`config.mk`:
```
export PLATFORM = sky130hd
export DESIGN_NAME = radio_packet_framer_crc16
export DESIGN_NICKNAME = d
export VERILOG_FILES = /design/src/rtl/rpf_pkg.sv /design/src/rtl/radio_packet_framer_crc16.sv /design/src/rtl/rpf_in_reg.sv /design/src/rtl/rpf_engine.sv /design/src/rtl/rpf_out_seq.sv
export SDC_FILE = /design/constraint.sdc
export NUM_CORES = 1
export LEC_CHECK = 0
export ABC_AREA = 1
export BUFFER_PORTS_ARGS = -buffer_cell sky130_fd_sc_hd__buf_2
export CORE_AREA = 2 2 124 126
export CTS_CLUSTER_SIZE = 28
export DETAILED_ROUTE_END_ITERATION = 7
export DIE_AREA = 0 0 126 128
export PLACE_DENSITY = 0.64
export SLEW_MARGIN = 15
export SYNTH_ARGS = -nofsm -noshare
export SYNTH_HDL_FRONTEND = slang
export SYNTH_SLANG_ARGS = --single-unit
```
`constraint.sdc`:
```
create_clock -name clk -period 4.85 [get_ports clk]
set_input_delay 0 -clock clk [delete_from_list [all_inputs] [get_ports clk]]
set_output_delay 0 -clock clk [all_outputs]
set_load 0.02 [all_outputs]
```
`src/rtl/rpf_pkg.sv`:
```
`default_nettype none
// ---------------------------------------------------------------------------
// rpf_pkg: shared types and constants for the radio packet framer
// Command, result and status codes, the result descriptor and the CRC-16
// byte update.
// ---------------------------------------------------------------------------
package rpf_pkg;

	// command codes
	localparam logic [1:0] CMD_RX_BYTE  = 2'd0;
	localparam logic [1:0] CMD_TX_START = 2'd1;
	localparam logic [1:0] CMD_TX_BYTE  = 2'd2;
	localparam logic [1:0] CMD_ABORT    = 2'd3;

	// result kinds
	localparam logic [1:0] KIND_LINE   = 2'd0;
	localparam logic [1:0] KIND_RX_PAY = 2'd1;
	localparam logic [1:0] KIND_FEND   = 2'd2;
	localparam logic [1:0] KIND_STATUS = 2'd3;

	// status codes
	localparam logic [2:0] ST_OK      = 3'd0;
	localparam logic [2:0] ST_CRC_ERR = 3'd1;
	localparam logic [2:0] ST_OVERFLOW = 3'd2;
	localparam logic [2:0] ST_BAD_LEN = 3'd3;
	localparam logic [2:0] ST_BUSY_TX = 3'd4;
	localparam logic [2:0] ST_BUSY_RX = 3'd5;
	localparam logic [2:0] ST_TOO_BIG = 3'd6;

	localparam logic [15:0] CRC_INIT = 16'hFFFF;
	localparam logic [15:0] CRC_POLY = 16'h1021;

	localparam logic [7:0] PREAMBLE = 8'hAA;
	localparam logic [7:0] SYNC_HI  = 8'h2D;
	localparam logic [7:0] SYNC_LO  = 8'hD4;

	// slots of the transmit line sequence
	localparam logic [3:0] POS_PRE0   = 4'd0;
	localparam logic [3:0] POS_SYNC_H = 4'd3;
	localparam logic [3:0] POS_SYNC_L = 4'd4;
	localparam logic [3:0] POS_LEN    = 4'd5;
	localparam logic [3:0] POS_PAY    = 4'd6;
	localparam logic [3:0] POS_CRC_LO = 4'd7;
	localparam logic [3:0] POS_CRC_HI = 4'd8;
	localparam logic [3:0] POS_TAIL1  = 4'd10;

	// one burst of results caused by one request
	typedef struct packed {
		logic [1:0]  kind;
		logic [7:0]  data;      // length byte, echoed or received payload byte
		logic [2:0]  status;
		logic [7:0]  plen;
		logic [15:0] crc;       // CRC sent in the tail
		logic [3:0]  pos_start;
		logic [3:0]  pos_end;
		logic        skip_pay;  // header followed directly by tail
	} rpf_desc_t;

	function automatic logic [15:0] crc_feed(input logic [15:0] c, input logic [7:0] b);
		logic [15:0] v;
		v = c ^ {b, 8'h00};
		for (int k = 0; k < 8; k++) begin
			v = v[15] ? ({v[14:0], 1'b0} ^ CRC_POLY) : {v[14:0], 1'b0};
		end
		return v;
	endfunction

	function automatic logic [7:0] line_byte(input logic [3:0] pos, input rpf_desc_t d);
		logic [7:0] r;
		case (pos)
			POS_SYNC_H: r = SYNC_HI;
			POS_SYNC_L: r = SYNC_LO;
			POS_LEN:    r = d.data;
			POS_PAY:    r = d.data;
			POS_CRC_LO: r = d.crc[7:0];
			POS_CRC_HI: r = d.crc[15:8];
			default:    r = PREAMBLE;
		endcase
		return r;
	endfunction

endpackage
`default_nettype wire

```
`src/rtl/radio_packet_framer_crc16.sv`:
```
// Path: a request accepted into the request register moves on to the result
// register when the sequencer is free, and its first result shows from there.
// Throughput: one result per cycle while res_ready is high; a request causing n
// results (at most ten) holds the result sequencer until its last is taken.
// Requests causing no result pass at one per cycle while no burst is pending.
// Reset: arst_n clears link state (CRC to FFFF) and drops pending results.
`default_nettype none
// ---------------------------------------------------------------------------
// radio_packet_framer_crc16: byte radio packet framer / deframer, CRC-16
// Transmit builds preamble, sync, length, payload echo and CRC tail;
// receive strips length and CRC and reports frame end status.
// ---------------------------------------------------------------------------
module radio_packet_framer_crc16 import rpf_pkg::*; #(
	parameter int unsigned MAX_FRAME_LEN = 64
) (
	input  wire logic       clk,
	input  wire logic       arst_n,
	// request channel
	input  wire logic       cmd_valid,
	output logic            cmd_ready,
	input  wire logic [1:0] command,
	input  wire logic [7:0] data_byte,
	input  wire logic [7:0] tx_size,
	// result channel
	output logic            res_valid,
	input  wire logic       res_ready,
	output logic [1:0]      result_kind,
	output logic [7:0]      out_byte,
	output logic [2:0]      status,
	output logic [7:0]      payload_length,
	output logic            last
);

	// request register -> engine
	logic       valid_s1;
	logic [1:0] command_s1;
	logic [7:0] data_s1;
	logic [7:0] size_s1;
	logic       consume;

	// engine -> sequencer
	logic       load;
	logic       out_free;
	rpf_desc_t  desc;

	// The request register frees as soon as the engine takes its request,
	// which happens when the sequencer is empty or finishing its burst.
	rpf_in_reg u_in_reg (
		.clk        (clk),
		.arst_n     (arst_n),
		.cmd_valid  (cmd_valid),
		.cmd_ready  (cmd_ready),
		.command    (command),
		.data_byte  (data_byte),
		.tx_size    (tx_size),
		.consume    (consume),
		.valid_s1   (valid_s1),
		.command_s1 (command_s1),
		.data_s1    (data_s1),
		.size_s1    (size_s1)
	);

	// Link state (tx/rx flags, counters, shared CRC) advances once per
	// request; the whole burst is described by one descriptor.
	rpf_engine #(
		.MAX_FRAME_LEN (MAX_FRAME_LEN)
	) u_engine (
		.clk        (clk),
		.arst_n     (arst_n),
		.valid_s1   (valid_s1),
		.command_s1 (command_s1),
		.data_s1    (data_s1),
		.size_s1    (size_s1),
		.out_free   (out_free),
		.consume    (consume),
		.load       (load),
		.desc       (desc)
	);

	// Burst walks slot positions: header 0..5, payload 6, tail 7..10.
	rpf_out_seq u_out_seq (
		.clk            (clk),
		.arst_n         (arst_n),
		.load           (load),
		.desc           (desc),
		.out_free       (out_free),
		.res_valid      (res_valid),
		.res_ready      (res_ready),
		.result_kind    (result_kind),
		.out_byte       (out_byte),
		.status         (status),
		.payload_length (payload_length),
		.last           (last)
	);

endmodule
`default_nettype wire

```
`src/rtl/rpf_in_reg.sv`:
```
`default_nettype none
// ---------------------------------------------------------------------------
// rpf_in_reg: request input register
// Holds one request until the frame engine takes it.
// ---------------------------------------------------------------------------
module rpf_in_reg import rpf_pkg::*; (
	input  wire logic       clk,
	input  wire logic       arst_n,
	input  wire logic       cmd_valid,
	output logic            cmd_ready,
	input  wire logic [1:0] command,
	input  wire logic [7:0] data_byte,
	input  wire logic [7:0] tx_size,
	input  wire logic       consume,
	output logic            valid_s1,
	output logic [1:0]      command_s1,
	output logic [7:0]      data_s1,
	output logic [7:0]      size_s1
);

	assign cmd_ready = !valid_s1 || consume;

	always_ff @(posedge clk or negedge arst_n) begin
		if (!arst_n) begin
			valid_s1 <= 1'b0;
		end else if (cmd_ready) begin
			valid_s1 <= cmd_valid;
		end
	end

	always_ff @(posedge clk) begin
		if (cmd_valid && cmd_ready) begin
			command_s1 <= command;
			data_s1    <= data_byte;
			size_s1    <= tx_size;
		end
	end

endmodule
`default_nettype wire

```
`src/rtl/rpf_engine.sv`:
```
`default_nettype none
// ---------------------------------------------------------------------------
// rpf_engine: framer / deframer state and decision logic
// Updates link state for one request and builds its result burst.
// ---------------------------------------------------------------------------
module rpf_engine import rpf_pkg::*; #(
	parameter int unsigned MAX_FRAME_LEN = 64
) (
	input  wire logic       clk,
	input  wire logic       arst_n,
	input  wire logic       valid_s1,
	input  wire logic [1:0] command_s1,
	input  wire logic [7:0] data_s1,
	input  wire logic [7:0] size_s1,
	input  wire logic       out_free,
	output logic            consume,
	output logic            load,
	output rpf_desc_t       desc
);

	localparam logic [7:0] MaxLen = 8'(MAX_FRAME_LEN);

	logic        tx_active_q, rx_active_q;
	logic [7:0]  byte_count_q, tx_remaining_q, frame_length_q, crc_low_seen_q;
	logic [15:0] crc_reg_q;

	logic        tx_active_d, rx_active_d;
	logic [7:0]  byte_count_d, tx_remaining_d, frame_length_d, crc_low_seen_d;
	logic [15:0] crc_reg_d;
	logic        has_res;

	logic [7:0]  eff_count;
	logic [15:0] eff_crc;
	logic [8:0]  count_nx;
	logic [15:0] crc_upd;
	logic [7:0]  rem_nx;

	assign consume   = valid_s1 && out_free;
	assign load      = consume && has_res;
	assign eff_count = rx_active_q ? byte_count_q : 8'd0;
	assign eff_crc   = rx_active_q ? crc_reg_q : CRC_INIT;
	assign count_nx  = {1'b0, eff_count} + 9'd1;
	assign crc_upd   = crc_feed(rx_active_q || tx_active_q ? crc_reg_q : CRC_INIT, data_s1);
	assign rem_nx    = (tx_remaining_q != 8'd0) ? tx_remaining_q - 8'd1 : 8'd0;

	always_comb begin
		tx_active_d    = tx_active_q;
		rx_active_d    = rx_active_q;
		byte_count_d   = byte_count_q;
		tx_remaining_d = tx_remaining_q;
		frame_length_d = frame_length_q;
		crc_low_seen_d = crc_low_seen_q;
		crc_reg_d      = crc_reg_q;
		has_res        = 1'b0;
		desc           = '0;
		desc.crc       = CRC_INIT;

		case (command_s1)
			CMD_RX_BYTE: begin
				if (tx_active_q) begin
					has_res     = 1'b1;
					desc.kind   = KIND_STATUS;
					desc.status = ST_BUSY_TX;
				end else begin
					rx_active_d  = 1'b1;
					byte_count_d = eff_count;
					crc_reg_d    = eff_crc;
					if (eff_count >= MaxLen) begin
						has_res     = 1'b1;
						desc.kind   = KIND_FEND;
						desc.status = ST_OVERFLOW;
						rx_active_d = 1'b0;
					end else if (eff_count == 8'd0) begin
						frame_length_d = data_s1;
						byte_count_d   = 8'd1;
						if (data_s1 < 8'd2) begin
							has_res     = 1'b1;
							desc.kind   = KIND_FEND;
							desc.status = ST_BAD_LEN;
							rx_active_d = 1'b0;
						end
					end else begin
						byte_count_d = count_nx[7:0];
						if (count_nx < {1'b0, frame_length_q}) begin
							crc_reg_d = crc_upd;
							has_res   = 1'b1;
							desc.kind = KIND_RX_PAY;
							desc.data = data_s1;
						end else if (count_nx == {1'b0, frame_length_q}) begin
							crc_low_seen_d = data_s1;
						end else begin
							has_res     = 1'b1;
							desc.kind   = KIND_FEND;
							desc.status = ({data_s1, crc_low_seen_q} == crc_reg_q) ?
								ST_OK : ST_CRC_ERR;
							desc.plen   = frame_length_q - 8'd2;
							rx_active_d = 1'b0;
						end
					end
				end
			end
			CMD_TX_START: begin
				has_res = 1'b1;
				if (tx_active_q) begin
					desc.kind   = KIND_STATUS;
					desc.status = ST_BUSY_TX;
				end else if (rx_active_q) begin
					desc.kind   = KIND_STATUS;
					desc.status = ST_BUSY_RX;
				end else if (size_s1 > MaxLen) begin
					desc.kind   = KIND_STATUS;
					desc.status = ST_TOO_BIG;
				end else begin
					desc.kind      = KIND_LINE;
					desc.data      = size_s1 + 8'd2;
					desc.pos_start = POS_PRE0;
					crc_reg_d      = CRC_INIT;
					if (size_s1 == 8'd0) begin
						// empty payload: header then tail in one burst
						desc.pos_end  = POS_TAIL1;
						desc.skip_pay = 1'b1;
					end else begin
						desc.pos_end   = POS_LEN;
						tx_active_d    = 1'b1;
						tx_remaining_d = size_s1;
					end
				end
			end
			CMD_TX_BYTE: begin
				if (tx_active_q) begin
					has_res        = 1'b1;
					desc.kind      = KIND_LINE;
					desc.data      = data_s1;
					desc.crc       = crc_upd;
					desc.pos_start = POS_PAY;
					if (rem_nx == 8'd0) begin
						desc.pos_end   = POS_TAIL1;
						tx_active_d    = 1'b0;
						tx_remaining_d = 8'd0;
						crc_reg_d      = CRC_INIT;
					end else begin
						desc.pos_end   = POS_PAY;
						tx_remaining_d = rem_nx;
						crc_reg_d      = crc_upd;
					end
				end
			end
			default: begin
				tx_active_d    = 1'b0;
				rx_active_d    = 1'b0;
				byte_count_d   = 8'd0;
				tx_remaining_d = 8'd0;
				frame_length_d = 8'd0;
				crc_low_seen_d = 8'd0;
				crc_reg_d      = CRC_INIT;
			end
		endcase
	end

	always_ff @(posedge clk or negedge arst_n) begin
		if (!arst_n) begin
			tx_active_q    <= 1'b0;
			rx_active_q    <= 1'b0;
			byte_count_q   <= 8'd0;
			tx_remaining_q <= 8'd0;
			frame_length_q <= 8'd0;
			crc_low_seen_q <= 8'd0;
			crc_reg_q      <= CRC_INIT;
		end else if (consume) begin
			tx_active_q    <= tx_active_d;
			rx_active_q    <= rx_active_d;
			byte_count_q   <= byte_count_d;
			tx_remaining_q <= tx_remaining_d;
			frame_length_q <= frame_length_d;
			crc_low_seen_q <= crc_low_seen_d;
			crc_reg_q      <= crc_reg_d;
		end
	end

	a_tx_rx_excl: assert property (@(posedge clk) disable iff (!arst_n)
		!(tx_active_q && rx_active_q))
		else $error("transmit and receive active together");

	a_tx_rem: assert property (@(posedge clk) disable iff (!arst_n)
		tx_active_q |-> (tx_remaining_q != 8'd0))
		else $error("transmit active with no payload left");

	a_rx_count: assert property (@(posedge clk) disable iff (!arst_n)
		rx_active_q |-> (byte_count_q <= MaxLen))
		else $error("receive byte count past frame limit");

endmodule
`default_nettype wire

```
`src/rtl/rpf_out_seq.sv`:
```
`default_nettype none
// ---------------------------------------------------------------------------
// rpf_out_seq: result sequencer
// Holds one result burst and hands it out one result per cycle while res_ready is high.
// ---------------------------------------------------------------------------
module rpf_out_seq import rpf_pkg::*; (
	input  wire logic       clk,
	input  wire logic       arst_n,
	input  wire logic       load,
	input  wire rpf_desc_t  desc,
	output logic            out_free,
	output logic            res_valid,
	input  wire logic       res_ready,
	output logic [1:0]      result_kind,
	output logic [7:0]      out_byte,
	output logic [2:0]      status,
	output logic [7:0]      payload_length,
	output logic            last
);

	rpf_desc_t  desc_q;
	logic [3:0] pos_q;
	logic       busy_q;
	logic       take;
	logic [3:0] pos_nx;

	assign take     = busy_q && res_ready;
	assign last     = pos_q == desc_q.pos_end;
	assign out_free = !busy_q || (take && last);
	assign pos_nx   = (pos_q == POS_LEN && desc_q.skip_pay) ? POS_CRC_LO : pos_q + 4'd1;

	assign res_valid      = busy_q;
	assign result_kind    = desc_q.kind;
	assign out_byte       = (desc_q.kind == KIND_LINE) ? line_byte(pos_q, desc_q) : desc_q.data;
	assign status         = desc_q.status;
	assign payload_length = desc_q.plen;

	always_ff @(posedge clk or negedge arst_n) begin
		if (!arst_n) begin
			busy_q <= 1'b0;
		end else if (load) begin
			busy_q <= 1'b1;
		end else if (take && last) begin
			busy_q <= 1'b0;
		end
	end

	always_ff @(posedge clk) begin
		if (load) begin
			desc_q <= desc;
			pos_q  <= desc.pos_start;
		end else if (take) begin
			pos_q  <= pos_nx;
		end
	end

	a_load_free: assert property (@(posedge clk) disable iff (!arst_n)
		load |-> out_free)
		else $error("burst loaded over a pending one");

	a_pos_range: assert property (@(posedge clk) disable iff (!arst_n)
		busy_q |-> (pos_q <= desc_q.pos_end))
		else $error("result position ran past burst end");

endmodule
`default_nettype wire
```
==> summary.md <==
| Metric | Value |
|---|---|
| Time the worst path needs with I/O delays and setup | 3.95 ns |
| Post-synthesis async set-or-reset flop share | 44.8% |
| Clock-pin slew on the worst setup and hold paths | 0.06 ns |
| Finish-stage setup viols | 0 |
| Die Footprint | 16100 sq um |
| Clock latency at the later pin of the worst-skew pair | 0.43 ns |
| Effective utilization at floorplan | 48.8% |
| Num rows | 45 |
| Post-synth EDFFs | 64 |
| TritonCTS clock tree | yes |
| Leak | 3.72 nW |
| Synth unique cells | 45 |
| Residual DRC count | 0 |
| Final WS setup | 0.901 ns |
| Syn Nets | 981 |
| Worst Setup Slack post-DPL | 0.956 ns |
| Result of the run | finished, final reports clean |
| Port bufs | 45 |
| Width of the die | around 130 um |
| Clock net sink count | between 100 and 150 |
| Area of combinational cells with multiple inputs | 3420 sq um |
| Slew Limit Fails | 0 |
| Floorplan core area | 14900 sq um |
| Fmax achieved | 253 MHz |
| Sort of element at the start of the critical path | flop |
| Vias after detailed routing | 6436 |
| Pin count of the biggest net entering global routing | 53 |
| Number of buffers created by CTS | 17 |
| Remaining number of nets flagged by the antenna check after routing | 0 |
| Relative slew slack | 40.8% |
| Number of search-and-repair iterations in the first detailed-routing pass | 5 |
| H-tree levels | 4 |
| Placer's final routability congestion estimate | 0.895 |
| Setup TNS | 0 ns |
| Clock root buffer master | clkbuf_16 |
| Antenna violations before repair | 0 |
| Filler instances | 1425 |
| Global Route Usage Sum | between 20% and 30% |
| Detailed-route wire length per cell | 16.3 um |
| Placed cell count | 1136 |
| Data arrival at the endpoint of the critical path | between 4 and 5 ns |
| Pin slew with the least headroom to its limit | 0.887 ns |
| Total gr overflow | 0 |
| Post-synthesis instance area | roughly 7300 sq um |
| Data required time at the worst endpoint | 5.02 ns |
| Startpoint-to-endpoint class of the critical path | flop to flop |
| Final Hold Violating Endpoints | 0 |
| Share of post-route cells with drive strength above 1 | 12.4% |
| Crit path max fanout | 45 |
| Gate Count Post-Synth | between 900 and 1000 |
| Area taken by flip-flops and latches | 3240 sq um |
| Detailed router's first-iteration violation count | 643 |
| Setup repair after global routing missed its margin | false |
| Vias in the first global route | 5893 |
| Portion of the clock cycle consumed by the worst path in the final layout | 81.4% |
| Drt total wl | 19.3 mm |
| Most used flip-flop cell after synthesis | edfxtp_1 |
| Worst setup skew after layout | 0.0117 ns |
| Worst Setup End Kind | flop |
| Synthesis-stage register bit count | 116 |
| Highest-count cells in the layout ignoring fill and taps | 273 x nand2_1, 108 x nor2_1, 89 x inv_1, 67 x nand3_1, 64 x edfxtp_1 |
| Number of synthesis warnings | 0 |
| Launch instance of the worst min-delay path | res_ready |
| Share of the yosys chip area belonging to registers | 44.7% |
| Setup fix buffers added after clock tree synthesis | 0 |
| Antenna diode instance count | 0 |
| Maximum clock insertion buffer count | 2 |
| Mean area per synthesized cell | 7.74 sq um |
| First-pass GRT wire length | 30.9 mm |
| Worst min-delay path category | primary input to flop |
| Power Dens Cells | 672 nW/um^2 |
| Die boundary height | 128 um |
| CP startpoint | u_engine.rx_active_q$_DFFE_PN0P_ |
| Count of boundary I/O pins | 46 |
| Final HPWL from detailed placement | 13.8 mm |
| Syn-to-layout area delta | 14.1% |
| Most common library cell in the layout ignoring fill and taps | nand2_1 |
| Worst reg2reg path startpoint | u_engine.rx_active_q$_DFFE_PN0P_ |
| Worst IR Drop VDD | 0.336 mV |
| Final-stage net count | about 1000 |
| Detailed-route vias per instance | 5.42 |
| Number of cells in the finished layout apart from fillers | 1188 |
| Max-cap violations | 0 |
kinds of logic after synthesis:
logic type / synth area share, %
xor gates and xnor gates: 3.02
buffers and inverters: 8.09
DFF: 44.7
and+or+nand+nor: 29.2
adders and majority gates: 3.80
AOI/OAI and AO/OA: 11.2
metal layers:
metal | global-route usage [%] | wire (um) | part of all wire, % | vias up
li1 | - | - | - | 3195
met2 | 39.0 | 8630 | 45 | 253
met3 | 6.43 | 1500 | 7.7 | 38
met5 | 0 | 0 | 0 | -
met1 | 34.2 | 8760 | 45 | 2950
met4 | 7.18 | 431 | 2.2 | 0
worst paths after layout:
kind                       depth (start not counted)                                     end  slack, ns
setup / recovery                                  22            u_out_seq.pos_q[1]$_DFFE_PP_       0.90
min in group asynchronous                          3           u_in_reg.valid_s1$_DFFE_PN0N_       0.25
setup reg to reg                                  22            u_out_seq.pos_q[1]$_DFFE_PP_       0.90
hold reg to reg                                    2  u_engine.frame_length_q[7]$_DFFE_PN0P_       0.49
max in group asynchronous                          3    u_engine.byte_count_q[3]$_DFFE_PN0P_       4.08
hold / removal                                     4         u_out_seq.res_valid$_DFFE_PN0P_       0.03
state kept, by name (all words and copies together) (netlist names), 2 cells and up:
signal / count
u_out_seq.desc_q: 29
u_engine.crc_reg_q: 16
u_engine.byte_count_q: 8
u_engine.crc_low_seen_q: 8
u_engine.frame_length_q: 8
u_engine.tx_remaining_q: 8
u_in_reg.data_s1: 8
u_in_reg.size_s1: 8
u_out_seq.payload_length: 8
u_out_seq.pos_q: 4
u_out_seq.status: 3
u_in_reg.command_s1: 2
u_out_seq.result_kind: 2
cell usage after synthesis (7+ instances only):
master / instances / area [sq um]
clkbuf_1: 16 / 60.1
dfrtp_1: 36 / 901
o22ai_1: 14 / 87.6
xor2_1: 13 / 114
ha_1: 22 / 275
o21ai_1: 12 / 60.1
inv_2: 7 / 26.3
inv_1: 89 / 334
a21oi_1: 51 / 255
o21ai_0: 37 / 185
buf_4: 15 / 113
nand4_1: 20 / 125
nor2_1: 108 / 405
buf_2: 7 / 35.0
nand3_1: 67 / 335
dfstp_2: 16 / 420
nand2_1: 273 / 1020
xnor2_1: 12 / 105
edfxtp_1: 64 / 1920
where the power goes:
group | switching (mW) | total, mW | internal [mW]
clock | 0.480 | 1.15 | 0.668
sequential | 0.279 | 1.70 | 1.42
combinational | 1.87 | 2.72 | 0.842
total | 2.63 | 5.56 | 2.93
area by class of cell:
class | count | share of cell area [%]
Timing Repair Buffer | 70 | 5.60
Tap cell | 188 | 2.84
Inverter | 98 | 4.45
Clock buffer | 18 | 5.31
Multi-Input combinational cell | 684 | 41.4
Sequential cell | 116 | 39.2
Clock inverter | 14 | 1.24
critical path: stages, from the launching register on:
cell	delay, ns
dfrtp_1	0.62
nand2_1	0.15
inv_1	0.13
ha_1	0.20
nand4_1	0.20
xor2_1	0.23
ha_1	0.34
nand2_1	0.08
nor2_1	0.16
nand2_1	0.08
nand3_1	0.07
nand2_1	0.05
nand2_1	0.05
nand2_1	0.22
nand2_4	0.17
nand2_1	0.06
nand2_1	0.08
nand2_1	0.06
nand2_1	0.16
inv_2	0.04
buf_4	0.30
nand2_1	0.16
nand2_1	0.08
per-stage QoR:
stage | hold slack [ns] | total power, mW | instance area [sq um] | util [%]
finish | 0.0256 | 5.56 | 8270 | 55.6
global route | 0.0791 | 5.99 | 8270 | 55.6
CTS | 0.0230 | 5.53 | 8270 | 55.6
detailed placement | 0.178 | 4.36 | 7530 | 50.7
global placement | 0.177 | 4.34 | 7530 | 50.7
floorplan | -0.296 | 3.66 | 7250 | -
what timing repair did:
action | CTS | global route
hold buffers | 20 | 0
resized for setup | 0 | 0
endpoints found under the hold margin | 55 | 0
No activity file was read; power rests on OpenSTA's default activity.
